### src/rtl/core/tgad_pkg.sv
`timescale 1ns / 1ps
`default_nettype none

package tgad_pkg;

   // decoder phases, one-hot
   typedef enum logic [4:0] {
      PH_HEADER = 5'b00001,
      PH_IDSKIP = 5'b00010,
      PH_PACKET = 5'b00100,
      PH_DATA   = 5'b01000,
      PH_HALT   = 5'b10000
   } phase_type;

   // result kinds
   localparam logic [1:0] KIND_PIXEL     = 2'd0;
   localparam logic [1:0] KIND_HEADER    = 2'd1;
   localparam logic [1:0] KIND_BAD_DEPTH = 2'd2;
   localparam logic [1:0] KIND_BAD_TYPE  = 2'd3;

   // header byte offsets
   localparam logic [4:0] HDR_ID_LEN    = 5'd0;
   localparam logic [4:0] HDR_TYPE      = 5'd2;
   localparam logic [4:0] HDR_WIDTH_LO  = 5'd12;
   localparam logic [4:0] HDR_WIDTH_HI  = 5'd13;
   localparam logic [4:0] HDR_HEIGHT_LO = 5'd14;
   localparam logic [4:0] HDR_HEIGHT_HI = 5'd15;
   localparam logic [4:0] HDR_DEPTH     = 5'd16;
   localparam logic [4:0] HDR_LAST      = 5'd17;

   localparam logic [7:0] TYPE_RAW     = 8'd2;
   localparam logic [7:0] TYPE_RLE     = 8'd10;
   localparam logic [7:0] DEPTH_24     = 8'd24;
   localparam logic [7:0] DEPTH_32     = 8'd32;
   localparam logic [7:0] ALPHA_OPAQUE = 8'hFF;

   typedef struct packed {
      phase_type   phase;
      logic [4:0]  header_index;
      logic [7:0]  id_skip_left;
      logic        is_run_length;
      logic        four_bytes;
      logic [15:0] width;
      logic [15:0] height;
      logic [31:0] pixels_left;
      logic [7:0]  packet_pixels_left;
      logic        packet_is_run;
      logic [1:0]  byte_in_pixel;
      logic [31:0] pixel_assembly;   // type/depth bytes during the header
   } tgad_state_type;

   localparam tgad_state_type STATE_RESET = '{
      phase:              PH_HEADER,
      header_index:       5'd0,
      id_skip_left:       8'd0,
      is_run_length:      1'b0,
      four_bytes:         1'b0,
      width:              16'd0,
      height:             16'd0,
      pixels_left:        32'd0,
      packet_pixels_left: 8'd0,
      packet_is_run:      1'b0,
      byte_in_pixel:      2'd0,
      pixel_assembly:     32'd0
   };

   typedef struct packed {
      logic [1:0]  kind;
      logic [7:0]  red;
      logic [7:0]  green;
      logic [7:0]  blue;
      logic [7:0]  alpha;
      logic [7:0]  repeat_count;
      logic [15:0] image_width;
      logic [15:0] image_height;
      logic        last_item;
   } tgad_result_type;

endpackage

`default_nettype wire

### src/rtl/core/tgad_req_if.sv
`timescale 1ns / 1ps
`default_nettype none

interface tgad_req_if;
   logic       valid;
   logic       ready;
   logic [7:0] data_byte;
   logic       new_file;

   modport source (output valid, output data_byte, output new_file, input ready);
   modport sink   (input valid, input data_byte, input new_file, output ready);
endinterface

`default_nettype wire

### src/rtl/core/tgad_rsp_if.sv
`timescale 1ns / 1ps
`default_nettype none

interface tgad_rsp_if;
   logic        valid;
   logic        ready;
   logic [1:0]  kind;
   logic [7:0]  red;
   logic [7:0]  green;
   logic [7:0]  blue;
   logic [7:0]  alpha;
   logic [7:0]  repeat_count;
   logic [15:0] image_width;
   logic [15:0] image_height;
   logic        last_item;

   modport source (
      output valid, output kind, output red, output green, output blue, output alpha,
      output repeat_count, output image_width, output image_height, output last_item,
      input ready
   );
   modport sink (
      input valid, input kind, input red, input green, input blue, input alpha,
      input repeat_count, input image_width, input image_height, input last_item,
      output ready
   );
endinterface

`default_nettype wire

### src/rtl/core/tgad_decode_step.sv
`timescale 1ns / 1ps
`default_nettype none

module tgad_decode_step
   import tgad_pkg::*;
(
   input  tgad_state_type  state_cur,
   input  logic [7:0]      data_byte,
   input  logic            new_file,
   output tgad_state_type  state_nxt,
   output tgad_result_type result,
   output logic            fire
);

   tgad_state_type cur;
   logic [31:0]    area;
   logic [7:0]     type_byte;
   logic [7:0]     depth_byte;
   logic [7:0]     run_len;
   logic [31:0]    assembled;
   logic [1:0]     last_pos;
   logic [7:0]     count;
   logic [7:0]     ppl_next;
   logic [31:0]    pixels_next;

   assign cur        = new_file ? STATE_RESET : state_cur;
   assign area       = {16'd0, cur.width} * {16'd0, cur.height};
   assign type_byte  = cur.pixel_assembly[7:0];
   assign depth_byte = cur.pixel_assembly[15:8];
   assign last_pos   = cur.four_bytes ? 2'd3 : 2'd2;

   always_comb begin
      run_len = {1'b0, data_byte[6:0]} + 8'd1;
      if ({24'd0, run_len} > cur.pixels_left) begin
         run_len = cur.pixels_left[7:0];
      end
   end

   always_comb begin
      assembled = cur.pixel_assembly;
      case (cur.byte_in_pixel)
         2'd0:    assembled[7:0]   = cur.pixel_assembly[7:0]   | data_byte;
         2'd1:    assembled[15:8]  = cur.pixel_assembly[15:8]  | data_byte;
         2'd2:    assembled[23:16] = cur.pixel_assembly[23:16] | data_byte;
         default: assembled[31:24] = cur.pixel_assembly[31:24] | data_byte;
      endcase
   end

   // repeat count of the pixel being finished, clamped to what is left
   always_comb begin
      ppl_next = cur.packet_pixels_left;
      count    = 8'd1;
      if (cur.is_run_length) begin
         if (cur.packet_is_run) begin
            count    = cur.packet_pixels_left;
            ppl_next = 8'd0;
         end else if (cur.packet_pixels_left != 8'd0) begin
            ppl_next = cur.packet_pixels_left - 8'd1;
         end
      end
      if (count == 8'd0) begin
         count = 8'd1;
      end
      if ({24'd0, count} > cur.pixels_left) begin
         count = cur.pixels_left[7:0];
      end
      pixels_next = cur.pixels_left - {24'd0, count};
   end

   always_comb begin
      state_nxt = cur;
      result    = '0;
      fire      = 1'b0;
      unique case (cur.phase)
         PH_HEADER: begin
            if (cur.header_index != HDR_LAST) begin
               unique case (cur.header_index)
                  HDR_ID_LEN:    state_nxt.id_skip_left         = data_byte;
                  HDR_TYPE:      state_nxt.pixel_assembly[7:0]  = data_byte;
                  HDR_WIDTH_LO:  state_nxt.width[7:0]           = data_byte;
                  HDR_WIDTH_HI:  state_nxt.width[15:8]          = data_byte;
                  HDR_HEIGHT_LO: state_nxt.height[7:0]          = data_byte;
                  HDR_HEIGHT_HI: state_nxt.height[15:8]         = data_byte;
                  HDR_DEPTH:     state_nxt.pixel_assembly[15:8] = data_byte;
                  default:       ;
               endcase
               state_nxt.header_index = cur.header_index + 5'd1;
            end else begin
               fire                = 1'b1;
               result.image_width  = cur.width;
               result.image_height = cur.height;
               if (depth_byte != DEPTH_24 && depth_byte != DEPTH_32) begin
                  result.kind      = KIND_BAD_DEPTH;
                  result.last_item = 1'b1;
                  state_nxt.phase  = PH_HALT;
               end else if (type_byte != TYPE_RAW && type_byte != TYPE_RLE) begin
                  result.kind      = KIND_BAD_TYPE;
                  result.last_item = 1'b1;
                  state_nxt.phase  = PH_HALT;
               end else begin
                  result.kind                  = KIND_HEADER;
                  state_nxt.four_bytes         = (depth_byte == DEPTH_32);
                  state_nxt.is_run_length      = (type_byte == TYPE_RLE);
                  state_nxt.pixels_left        = area;
                  state_nxt.pixel_assembly     = 32'd0;
                  state_nxt.byte_in_pixel      = 2'd0;
                  state_nxt.packet_pixels_left = 8'd0;
                  state_nxt.packet_is_run      = 1'b0;
                  // empty image iff either dimension is zero
                  if (cur.width == 16'd0 || cur.height == 16'd0) begin
                     result.last_item = 1'b1;
                     state_nxt.phase  = PH_HALT;
                  end else if (cur.id_skip_left != 8'd0) begin
                     state_nxt.phase = PH_IDSKIP;
                  end else begin
                     state_nxt.phase = (type_byte == TYPE_RLE) ? PH_PACKET : PH_DATA;
                  end
               end
            end
         end
         PH_IDSKIP: begin
            state_nxt.id_skip_left = cur.id_skip_left - 8'd1;
            if (cur.id_skip_left == 8'd1) begin
               state_nxt.byte_in_pixel      = 2'd0;
               state_nxt.pixel_assembly     = 32'd0;
               state_nxt.packet_pixels_left = 8'd0;
               state_nxt.packet_is_run      = 1'b0;
               state_nxt.phase = cur.is_run_length ? PH_PACKET : PH_DATA;
            end
         end
         PH_PACKET: begin
            state_nxt.packet_pixels_left = run_len;
            state_nxt.packet_is_run      = data_byte[7];
            state_nxt.byte_in_pixel      = 2'd0;
            state_nxt.pixel_assembly     = 32'd0;
            state_nxt.phase              = PH_DATA;
         end
         PH_DATA: begin
            if (cur.byte_in_pixel != last_pos) begin
               state_nxt.pixel_assembly = assembled;
               state_nxt.byte_in_pixel  = cur.byte_in_pixel + 2'd1;
            end else begin
               fire                         = 1'b1;
               result.kind                  = KIND_PIXEL;
               result.red                   = assembled[23:16];
               result.green                 = assembled[15:8];
               result.blue                  = assembled[7:0];
               result.alpha                 = cur.four_bytes ? assembled[31:24] : ALPHA_OPAQUE;
               result.repeat_count          = count;
               state_nxt.byte_in_pixel      = 2'd0;
               state_nxt.pixel_assembly     = 32'd0;
               state_nxt.packet_pixels_left = ppl_next;
               state_nxt.pixels_left        = pixels_next;
               if (pixels_next == 32'd0) begin
                  result.last_item = 1'b1;
                  state_nxt.phase  = PH_HALT;
               end else if (cur.is_run_length && ppl_next == 8'd0) begin
                  state_nxt.phase = PH_PACKET;
               end
            end
         end
         default: ;   // halted: drop bytes
      endcase
   end

endmodule

`default_nettype wire

### src/rtl/core/tga_rle_pixel_decoder_core.sv
`timescale 1ns / 1ps
`default_nettype none

// Channel      | Dir | Handshake       | Item
// -------------+-----+-----------------+--------------------------------------------
// req_channel  | in  | valid && ready  | data_byte, new_file
// rsp_channel  | out | valid && ready  | kind, red, green, blue, alpha, repeat_count,
//              |     |                 | image_width, image_height, last_item
//
// One byte per cycle while req ready is high: each item is decoded from the state
// register into the result register; a result appears the cycle after its byte.
// req ready is low only while a result waits and rsp ready is low.
// Synchronous reset puts the decoder in the header phase with no result pending.

module tga_rle_pixel_decoder_core
   import tgad_pkg::*;
(
   input  logic        clock,
   input  logic        reset,
   tgad_req_if.sink    req_channel,
   tgad_rsp_if.source  rsp_channel
);

   tgad_state_type  state_ff;
   tgad_state_type  state_in;
   tgad_result_type result_in;
   tgad_result_type rsp_data_ff;
   logic            rsp_valid_ff;
   logic            fire;
   logic            accept;

   tgad_decode_step u_step (
      .state_cur (state_ff),
      .data_byte (req_channel.data_byte),
      .new_file  (req_channel.new_file),
      .state_nxt (state_in),
      .result    (result_in),
      .fire      (fire)
   );

   assign req_channel.ready = !rsp_valid_ff || rsp_channel.ready;
   assign accept            = req_channel.valid && req_channel.ready;

   always_ff @(posedge clock) begin
      if (reset) begin
         state_ff     <= STATE_RESET;
         rsp_valid_ff <= 1'b0;
      end else begin
         // an accept implies any pending result has just been taken
         if (accept) begin
            state_ff     <= state_in;
            rsp_valid_ff <= fire;
         end else if (rsp_channel.ready) begin
            rsp_valid_ff <= 1'b0;
         end
      end
   end

   always_ff @(posedge clock) begin
      if (accept && fire) begin
         rsp_data_ff <= result_in;
      end
   end

   assign rsp_channel.valid        = rsp_valid_ff;
   assign rsp_channel.kind         = rsp_data_ff.kind;
   assign rsp_channel.red          = rsp_data_ff.red;
   assign rsp_channel.green        = rsp_data_ff.green;
   assign rsp_channel.blue         = rsp_data_ff.blue;
   assign rsp_channel.alpha        = rsp_data_ff.alpha;
   assign rsp_channel.repeat_count = rsp_data_ff.repeat_count;
   assign rsp_channel.image_width  = rsp_data_ff.image_width;
   assign rsp_channel.image_height = rsp_data_ff.image_height;
   assign rsp_channel.last_item    = rsp_data_ff.last_item;

   // a final item always leaves the decoder halted
   a_last_halts: assert property (@(posedge clock) disable iff (reset)
      accept && fire && result_in.last_item |=> state_ff.phase == PH_HALT)
      else $error("final item did not halt the decoder");

   // pixel phases never run with nothing left to decode
   a_pixels_left: assert property (@(posedge clock) disable iff (reset)
      (state_ff.phase == PH_PACKET || state_ff.phase == PH_DATA)
         |-> state_ff.pixels_left != 32'd0)
      else $error("pixel phase with no pixels left");

   // a packet never promises more pixels than the image holds
   a_packet_bound: assert property (@(posedge clock) disable iff (reset)
      state_ff.phase == PH_DATA
         |-> {24'd0, state_ff.packet_pixels_left} <= state_ff.pixels_left)
      else $error("packet overshoots the image");

   // a result is never overwritten before it is taken
   a_no_overwrite: assert property (@(posedge clock) disable iff (reset)
      rsp_valid_ff && !rsp_channel.ready |-> !accept)
      else $error("item accepted over a pending result");

endmodule

`default_nettype wire

### src/flat_wrapper.sv
// flat-port wrapper written by rule: the top's interface ports become plain ports
module tga_rle_pixel_decoder_core_flat import tgad_pkg::*;
  (clock, reset, req_channel_valid, req_channel_data_byte, req_channel_new_file, req_channel_ready, rsp_channel_valid, rsp_channel_kind, rsp_channel_red, rsp_channel_green, rsp_channel_blue, rsp_channel_alpha, rsp_channel_repeat_count, rsp_channel_image_width, rsp_channel_image_height, rsp_channel_last_item, rsp_channel_ready);
  tgad_req_if req_channel_i ();
  tgad_rsp_if rsp_channel_i ();
  input  logic clock;
  input  logic reset;
  input wire logic [$bits(req_channel_i.valid)-1:0] req_channel_valid;
  input wire logic [$bits(req_channel_i.data_byte)-1:0] req_channel_data_byte;
  input wire logic [$bits(req_channel_i.new_file)-1:0] req_channel_new_file;
  output wire logic [$bits(req_channel_i.ready)-1:0] req_channel_ready;
  output wire logic [$bits(rsp_channel_i.valid)-1:0] rsp_channel_valid;
  output wire logic [$bits(rsp_channel_i.kind)-1:0] rsp_channel_kind;
  output wire logic [$bits(rsp_channel_i.red)-1:0] rsp_channel_red;
  output wire logic [$bits(rsp_channel_i.green)-1:0] rsp_channel_green;
  output wire logic [$bits(rsp_channel_i.blue)-1:0] rsp_channel_blue;
  output wire logic [$bits(rsp_channel_i.alpha)-1:0] rsp_channel_alpha;
  output wire logic [$bits(rsp_channel_i.repeat_count)-1:0] rsp_channel_repeat_count;
  output wire logic [$bits(rsp_channel_i.image_width)-1:0] rsp_channel_image_width;
  output wire logic [$bits(rsp_channel_i.image_height)-1:0] rsp_channel_image_height;
  output wire logic [$bits(rsp_channel_i.last_item)-1:0] rsp_channel_last_item;
  input wire logic [$bits(rsp_channel_i.ready)-1:0] rsp_channel_ready;
  assign req_channel_i.valid = req_channel_valid;
  assign req_channel_i.data_byte = req_channel_data_byte;
  assign req_channel_i.new_file = req_channel_new_file;
  assign req_channel_ready = req_channel_i.ready;
  assign rsp_channel_valid = rsp_channel_i.valid;
  assign rsp_channel_kind = rsp_channel_i.kind;
  assign rsp_channel_red = rsp_channel_i.red;
  assign rsp_channel_green = rsp_channel_i.green;
  assign rsp_channel_blue = rsp_channel_i.blue;
  assign rsp_channel_alpha = rsp_channel_i.alpha;
  assign rsp_channel_repeat_count = rsp_channel_i.repeat_count;
  assign rsp_channel_image_width = rsp_channel_i.image_width;
  assign rsp_channel_image_height = rsp_channel_i.image_height;
  assign rsp_channel_last_item = rsp_channel_i.last_item;
  assign rsp_channel_i.ready = rsp_channel_ready;
  tga_rle_pixel_decoder_core u_core (.clock(clock), .reset(reset), .req_channel(req_channel_i), .rsp_channel(rsp_channel_i));
endmodule
### config.mk
export PLATFORM = sky130hd
export DESIGN_NAME = tga_rle_pixel_decoder_core_flat
export DESIGN_NICKNAME = d
export VERILOG_FILES = /design/src/rtl/core/tgad_pkg.sv /design/src/rtl/core/tgad_req_if.sv /design/src/rtl/core/tgad_rsp_if.sv /design/src/rtl/core/tgad_decode_step.sv /design/src/rtl/core/tga_rle_pixel_decoder_core.sv /design/src/flat_wrapper.sv
export SDC_FILE = /design/constraint.sdc
export NUM_CORES = 1
export LEC_CHECK = 0
export ABC_AREA = 1
export BUFFER_PORTS_ARGS = -buffer_cell sky130_fd_sc_hd__buf_2
export CAP_MARGIN = 20
export CELL_PAD_IN_SITES_DETAIL_PLACEMENT = 0
export CELL_PAD_IN_SITES_GLOBAL_PLACEMENT = 2
export CORE_UTILIZATION = 40
export CTS_BUF_LIST = sky130_fd_sc_hd__clkbuf_16
export CTS_CLUSTER_SIZE = 40
export DETAILED_ROUTE_END_ITERATION = 10
export PLACE_DENSITY = 0.95
export SLEW_MARGIN = 0
export SYNTH_ARGS = -nofsm -noshare
export SYNTH_HDL_FRONTEND = slang
export SYNTH_HIERARCHICAL = 1
export SYNTH_SLANG_ARGS = --single-unit
### constraint.sdc
create_clock -name clock -period 12.37 [get_ports clock]
set_input_delay 1.237 -clock clock [delete_from_list [all_inputs] [get_ports clock]]
set_output_delay 1.237 -clock clock [all_outputs]
set_load 0.05 [all_outputs]
[Word-level counts from Yosys, hierarchy flattened]
Index checks and enable logic that the tools add are counted.
Word-level totals
  register bits after elaboration: 203
  input port bits: 13
Cells by class
  $add $sub $neg: 6
  $mul: 1
  magnitude comparators: 2
  eq/ne operators: 21
  mux-type cells: 69
  bitwise gates (word level): 6
  reductions and logical operators: 21
Operators by type and width (count)
  8-bit 2-to-1 mux: 20
  75-bit 2-to-1 mux: 2
  34-bit one-hot mux with 4 select lines: 1
  127-bit 2-to-1 mux: 1
  34-bit 2-to-1 mux: 2
  8-bit by 32-bit > comparator with 1-bit output: 2
  32-bit one-hot mux with 2 select lines: 1
  59-bit 2-to-1 mux: 1
  5-bit 2-to-1 mux: 9
  43-bit 2-to-1 mux: 1
  40-bit 2-to-1 mux: 1
  16-bit logical NOT: 2
  32-bit logical NOT: 1
  16-bit by 16-bit multiplier with 32-bit output: 1
  32-bit 2-to-1 mux: 1
  8-bit OR: 4
  8-bit one-hot mux with 4 select lines: 1
  32-bit by 8-bit subtractor with 32-bit output: 1
  5-bit by 4-bit equality test with 1-bit output, second input constant: 5
  5-bit one-hot mux with 4 select lines: 1
  8-bit logical NOT: 2
  16-bit 2-to-1 mux: 1
  8-bit one-hot mux with 2 select lines: 1
  8-bit nonzero test: 2
  35 further kinds: 62

[Longest topological paths before layout]
Gate-level depths: netlist (run 1).
  depth in word-level cells: 12
  mapped depth: 45

[By module]
The synthesis (run 1) kept the hierarchy.
By module, submodules not included
  tgad_decode_step: times used 1, cells each 2504, area each 15272.1 µm²
  tga_rle_pixel_decoder_core: times used 1, cells each 916, area each 8092.8 µm²

[Worst setup path before layout (run 1)]
No wires, ideal clock.
  path type: in2reg
  from: in req_channel_new_file
  to: reg u_core/state_ff[70] (netlist name)
  library setup time: 0.115 ns
  data arrival time: 7.473 ns
  required time: 12.255 ns
  path slack: 4.782 ns
  stages: 35
  path buffers: 4
  cells stage by stage: inv_2 buf_6 buf_2 buf_2 nand2_1 inv_1 clkbuf_1 nand2_1 fa_1 inv_1 fa_1 inv_1 fa_1 fa_1 inv_1 fa_1 inv_1 fa_1 inv_1 ha_1 nand2_1 nor2_1 nand4_1 o21ai_0 a21boi_0 o21bai_1 nand2_1 nand3_1 nand3_1 nand2_1 nand2_1 inv_1 nand3_1 nand2_1 nor2_1
RTL lines
  start: declaration: RTL line flat_wrapper.sv:10  | input wire logic [$bits(req_channel_i.new_file)-1:0] req_channel_new_file;
  end signal: assignment: RTL line tga_rle_pixel_decoder_core.sv:51  | state_ff <= state_in;
  end: declaration: RTL line tga_rle_pixel_decoder_core.sv:24  | tgad_state_type state_ff;

==> impl_metrics.py, run 1 <==
metrics = {
    "timing": {
        "hold_ws_ns": 0.477,
        "slew_headroom": 0.242,
        "min_period_over_period": 0.677,
        "post-route-min-period_ns": 8.37,
        "hold_viol": 0,
        "slew_violations": 0,
        "tightest_slew_ns": 1.13,
        "skew_ns": 0.0606,
        "rsz0062_at_grt": "false",
        "fmax_mhz": 119,
        "tns_ns": 0,
        "setup_violations": 0,
    },
    "grt": {
        "grt_overflow": 0,
        "grt_pass1_vias": 21400,
        "grt_pass1_wl_um": 123000,
        "grt_max_degree": 105,
        "antenna_found_initial": 1,
        "track_usage": 0.264,
    },
    "clock_network": {
        "postCtsSetupRepairBufs": 0,
        "clock_latency_ns": 0.61,
        "htreeDepth": 1,
        "path_clk_slew_ns": 0.06,
        "clockBufferDepth": 3,
        "cts_hold_buf": 0,
        "numCtsBuffers": 28,
        "cts.sinks": 203,
        "post_cts_resized": 0,
        "cts_tree": "yes",
        "cts-root-buf": "clkbuf_16",
    },
    "route": {
        "ant_nets": 0,
        "wl_per_cell_um": 18.9,
        "vias_per_cell": 5.30,
        "via_count": 22200,
        "route.final.wire_length_um": 79400,
        "drcViolationCount": 0,
        "first_pass_iters": 7,
        "drt_iter0_drc": 1942,
    },
    "cells_and_area": {
        "fillers": 6261,
        "multi_input_area_um2": 15200,
        "layout.nets": 3756,
        "fin_util": 0.432,
        "insertedDiodeCount": 0,
        "drive_above_1_share": 0.0610,
        "area_delta_synth_final_pct": 6.61,
        "seq_area_um2": 4810,
    },
    "synth": {
        "synth_compound_area_frac": 0.121,
        "synth_largest_area_cell": "fa_1",
        "syn_area_um2": 23400,
        "synth_adder_area_share": 0.244,
        "ys_seq_elements": 203,
        "ys_types": 53,
        "synth_edf_count": 75,
        "ys.flop_type": "dfxtp_1",
        "yosysWarnings": 6,
        "avgSynthCellArea_um2": 6.83,
        "synth_cells": 3420,
        "synth_top_family_by_area": "simple AND/OR/NAND/NOR gates",
        "synth.area.mux_share": 0,
        "synth_xor_area_frac": 0.00862,
        "synthArstFlopShare": 0,
        "synthTopCellsByArea": "fa_1 17%, nand2_1 12%, dfxtp_1 11%",
        "ys_seq_area_frac": 0.206,
        "synth_nets": 3771,
        "yosys.area_share.simple": 0.278,
        "netlist.area_leader.share": 0.167,
    },
    "place": {
        "io_buffers": 89,
        "dpl.hpwl_um": 59200,
        "gp_congestion": 0.944,
    },
    "die": {
        "dieArea_um2": 59400,
        "die_x_um": 244,
        "top_level_ports": 90,
        "core-area_um2": 57700,
        "placementRows": 88,
        "start_util": 0.405,
        "die_height_um": 244,
    },
    "worst_setup_path": {
        "worst-setup-path-type": "input pin to flip-flop",
        "required_ns": 12.88,
        "arrival_ns": 8.88,
        "reg2reg_slack_ns": 4.85,
        "worst-path-max-fanout": 51,
        "max_stage_delay_ns": 0.59,
        "end_kind": "flip-flop",
        "crit_path_top_delay_cell": "inv_1",
        "startpoint_type": "input pin",
    },
    "power": {
        "power_density_nw_per_um2": 83.8,
        "p_leak_nw": 11.6,
        "vdd_drop_max_v": 0.000119,
    },
    "worst_hold_path": {
        "hp-class": "flip-flop to flip-flop",
    },
    "job": {
        "max-cap-violations": 0,
    },
    "run_status": {
        "status": "finished clean",
    },
}
==> registers in the layout, indices dropped and copies added (netlist names), 2 cells and up <==
register                         flops
u_core/rsp_channel.kind              2
u_core/rsp_channel.alpha             8
u_core/rsp_channel.image_height     16
u_core/rsp_channel.blue              8
u_core/rsp_channel.red               8
u_core/rsp_channel.image_width      16
u_core/rsp_channel.repeat_count      8
u_core/state_ff                    127
u_core/rsp_channel.green             8
==> cell type report <==
type                            instances  area share
Tap cell                              765      0.0384
Sequential cell                       203       0.193
Multi-Input combinational cell       2418       0.611
Clock inverter                         23     0.00668
Clock buffer                           29      0.0291
Inverter                              647      0.0977
Timing Repair Buffer                  107      0.0237
==> path summary, 6_finish.rpt <==
path,end,startpoint,cells after the start
max,u_core/state_ff[70],req_channel_new_file,33
min,u_core/state_ff[27],u_core/state_ff[27],2
min reg2reg,u_core/state_ff[27],u_core/state_ff[27],2
max reg2reg,u_core/state_ff[63],u_core/state_ff[97],31
==> per-stage QoR <==
step	total power [mW]	instance area [µm²]	worst slack [ns]	cells
floorplan	1.15	23400	4.78	3420
global placement	1.30	24000	3.53	4140
detailed placement	1.30	24000	3.46	4140
CTS	2.09	24900	4.08	4192
global route	2.20	24900	3.49	4192
finish	2.09	24900	4.00	4192
==> cell families (layout without fill, tap and decap cells) <==
| group | after synthesis | in the layout |
|---|---|---|
| and+or+nand+nor | 1559 | 1559 |
| buffers and inverters | 799 | 806 |
| AOI/OAI and AO/OA | 498 | 498 |
| adders and majority gates | 338 | 338 |
| DFF | 203 | 203 |
| xor gates and xnor gates | 23 | 23 |
==> synthesized netlist by cell type, drive strengths merged, types with 5 or more instances <==
cell type / number
o22ai: 11
o221ai: 46
nand4: 29
xnor2: 8
buf: 105
o211ai: 18
a21oi: 251
inv: 640
nor3: 30
o21ai: 139
a21o: 5
dfxtp: 128
o2111ai: 5
nand3b: 5
clkinv: 7
nand3: 239
o21bai: 5
nand2: 787
nor4: 11
clkbuf: 47
fa: 195
a22oi: 5
edfxtp: 75
xor2: 15
ha: 143
nor2: 450
==> power by group <==
| group | leakage (nW) | internal (mW) | switching, mW |
|---|---|---|---|
| clock network | 0.460 | 0.447 | 0.345 |
| registers | 1.58 | 0.715 | 0.0311 |
| logic | 9.52 | 0.162 | 0.387 |
| total | 11.6 | 1.32 | 0.763 |
==> placed cells by master, fill, tap and decap left out, types with 6 or more instances in the layout <==
cell type,n
a21oi_1,251
buf_2,88
buf_4,18
clkbuf_16,29
clkinv_1,11
dfxtp_1,128
edfxtp_1,75
fa_1,195
ha_1,143
inv_1,628
inv_2,18
nand2_1,774
nand2_2,12
nand3_1,237
nand4_1,29
nor2_1,434
nor2_2,10
nor2_4,6
nor3_1,28
nor4_1,8
o211ai_1,18
o21ai_0,116
o21ai_1,21
o221ai_1,46
o22ai_1,11
xnor2_1,8
xor2_1,15
==> critical path: cells and delay by family <==
family	cells	cell delay (ns)
AOI/OAI and AO/OA	3	0.80
adders and majority gates	7	3.40
buffers and inverters	10	1.86
and+or+nand+nor	13	1.53
==> layer usage <==
layer	vias up	track usage	wire [µm]
met2	740	0.431	36400
li1	10700	-	-
met1	10600	0.359	35000
met4	2	0.0844	2670
met3	140	0.0368	5330
met5	-	0	9
No activity file was read; power rests on OpenSTA's default activity.
==> inputs of run 2 (changes only) <==
--- a/config.mk
+++ b/config.mk
@@ -10,11 +10,11 @@
 export CAP_MARGIN = 20
 export CELL_PAD_IN_SITES_DETAIL_PLACEMENT = 0
 export CELL_PAD_IN_SITES_GLOBAL_PLACEMENT = 2
-export CORE_UTILIZATION = 40
+export CORE_UTILIZATION = 37
 export CTS_BUF_LIST = sky130_fd_sc_hd__clkbuf_16
 export CTS_CLUSTER_SIZE = 40
 export DETAILED_ROUTE_END_ITERATION = 10
-export PLACE_DENSITY = 0.95
+export PLACE_DENSITY = 0.94
 export SLEW_MARGIN = 0
 export SYNTH_ARGS = -nofsm -noshare
 export SYNTH_HDL_FRONTEND = slang
==> constraint.sdc (replaced) <==
create_clock -name clock -period 8.4 [get_ports clock]
set_input_delay 0.84 -clock clock [delete_from_list [all_inputs] [get_ports clock]]
set_output_delay 0.84 -clock clock [all_outputs]
set_load 0.05 [all_outputs]
==> run 2 against run 1 <==
Total power up 54%. Sequential power up 46%. Largest power group unchanged. Routed wire length up 0.73%. Critical endpoint is now u_core/state_ff[71].
==> impl_metrics.py, run 2 (synthesis results as in run 1) <==
metrics = {
    "run_status": {
        "status": "finished clean",
    },
    "timing": {
        "setup_violations": 0,
        "post-route-min-period_ns": 7.22,
        "hold_ws_ns": 0.479,
        "tightest_slew_ns": 0.990,
        "fin_ws_ns": 1.18,
        "fmax_mhz": 138,
        "slew_violations": 0,
        "rsz0062_at_grt": "false",
        "slew_headroom": 0.340,
        "hold_viol": 0,
        "skew_ns": 0.0200,
        "tns_ns": 0,
        "min_period_over_period": 0.860,
    },
    "job": {
        "max-cap-violations": 0,
    },
    "grt": {
        "grt_max_degree": 137,
        "grt_pass1_wl_um": 126000,
        "grt_pass1_vias": 21300,
        "track_usage": 0.251,
        "antenna_found_initial": 0,
        "grt_overflow": 0,
        "met2_usage": 0.416,
        "grt_util_met1": 0.349,
        "busiest_layer": "met2",
        "gr-usage-met3": 0.0256,
    },
    "route": {
        "via_count": 22200,
        "wl_per_cell_um": 18.7,
        "first_pass_iters": 6,
        "drcViolationCount": 0,
        "vias_per_cell": 5.18,
        "route.final.wire_length_um": 80000,
        "drt_iter0_drc": 1907,
        "ant_nets": 0,
    },
    "worst_setup_path": {
        "end_kind": "flip-flop",
        "crit_path_top_delay_cell": "fa_1",
        "ff2ff_path_depth": 35,
        "arrival_ns": 7.75,
        "crit_top_cell": "nand2_1",
        "max_stage_delay_ns": 0.56,
        "required_ns": 8.93,
        "startpoint_type": "input pin",
        "worst-setup-path-type": "input pin to flip-flop",
        "worst-path-max-fanout": 26,
        "reg2reg_slack_ns": 1.33,
        "reg2reg_to": "u_core/state_ff[71]",
        "r2r_start": "u_core/state_ff[101]",
    },
    "power": {
        "power_density_nw_per_um2": 127,
        "finalPower_mw": 3.22,
        "p_leak_nw": 11.7,
        "vdd_drop_max_v": 0.000153,
    },
    "clock_network": {
        "clock_latency_ns": 0.59,
        "cts.sinks": 203,
        "path_clk_slew_ns": 0.06,
        "cts-root-buf": "clkbuf_16",
        "cts_tree": "yes",
        "htreeDepth": 1,
        "post_cts_resized": 0,
        "clockBufferDepth": 3,
        "cts_hold_buf": 0,
        "numCtsBuffers": 27,
        "postCtsSetupRepairBufs": 0,
    },
    "die": {
        "die_height_um": 253,
        "top_level_ports": 90,
        "core-area_um2": 62100,
        "placementRows": 91,
        "dieArea_um2": 64200,
        "start_util": 0.377,
        "die_x_um": 253,
    },
    "place": {
        "gp_congestion": 0.947,
        "io_buffers": 89,
        "place_area_um2": 24300,
        "pre_cts_ws_ns": 0.647,
        "place_inst": 4233,
        "dpl.hpwl_um": 59800,
    },
    "cells_and_area": {
        "fillers": 6747,
        "layout_common_cells": "774 x nand2_1, 622 x inv_1, 434 x nor2_1, 251 x a21oi_1, 237 x nand3_1",
        "fin_area_um2": 25200,
        "drive_above_1_share": 0.0688,
        "largest_register_ffs": 127,
        "layout.nets": 3776,
        "largest-register": "u_core/state_ff",
        "insertedDiodeCount": 0,
        "final_cells": 4283,
        "final_common_cell": "nand2_1",
        "fin_util": 0.407,
        "area_delta_synth_final_pct": 8.04,
    },
    "worst_hold_path": {
        "holdPathStages": 2,
        "hold_path_end": "u_core/state_ff[8]",
        "hp-class": "flip-flop to flip-flop",
        "min-delay-start": "u_core/state_ff[8]",
    },
}
-- run 2: changes by cell type in the layout (fill, tap and decap cells not counted), moves of 2 or more --
cell and delta:
inv_1 -6, clkinv_2 +2, buf_4 +21, bufinv_16 +4, clkinv_1 -3
-- run 2: worst max-delay path by stage --
stage | slack (ns) | from | endpoint | cells past startpoint
after floorplan | 1.21 | req_channel_new_file | u_core/state_ff[70] | 35
after CTS | 1.25 | req_channel_new_file | u_core/state_ff[70] | 32
after global placement | 0.64 | req_channel_new_file | u_core/state_ff[70] | 32
final | 1.18 | req_channel_new_file | u_core/state_ff[71] | 35
after detailed placement | 0.65 | req_channel_new_file | u_core/state_ff[70] | 32
after global routing | 0.66 | req_channel_new_file | u_core/state_ff[70] | 32
-- run 2: metal layers --
| layer | part of all wire | vias up |
|---|---|---|
| met3 | 0.059 | 107 |
| met5 | 0 | - |
| met2 | 0.47 | 705 |
| met1 | 0.45 | 10600 |
| li1 | - | 10800 |
| met4 | 0.025 | 0 |
-- run 2: power breakdown --
group	total (mW)	internal (mW)	switching, mW	leakage (nW)
sequential	1.09	1.05	0.0409	1.58
combinational	0.825	0.246	0.579	9.62
clock	1.30	0.769	0.530	0.480
-- run 2: critical path: cells and delay by family --
family	cells	cell delay [ns]
fa+ha+maj	7	3.48
buf+inv	10	1.32
compound gates	2	0.20
simple gates	16	1.86
-- run 2: area by class of cell --
class,count,area [µm²],share of cell area
Tap cell,837,1050,0.0415
Sequential cell,203,4810,0.191
Inverter,647,2430,0.0964
Timing Repair Buffer,128,747,0.0296
Clock inverter,22,277,0.0110
Clock buffer,28,701,0.0278
Multi-Input combinational cell,2418,15200,0.603
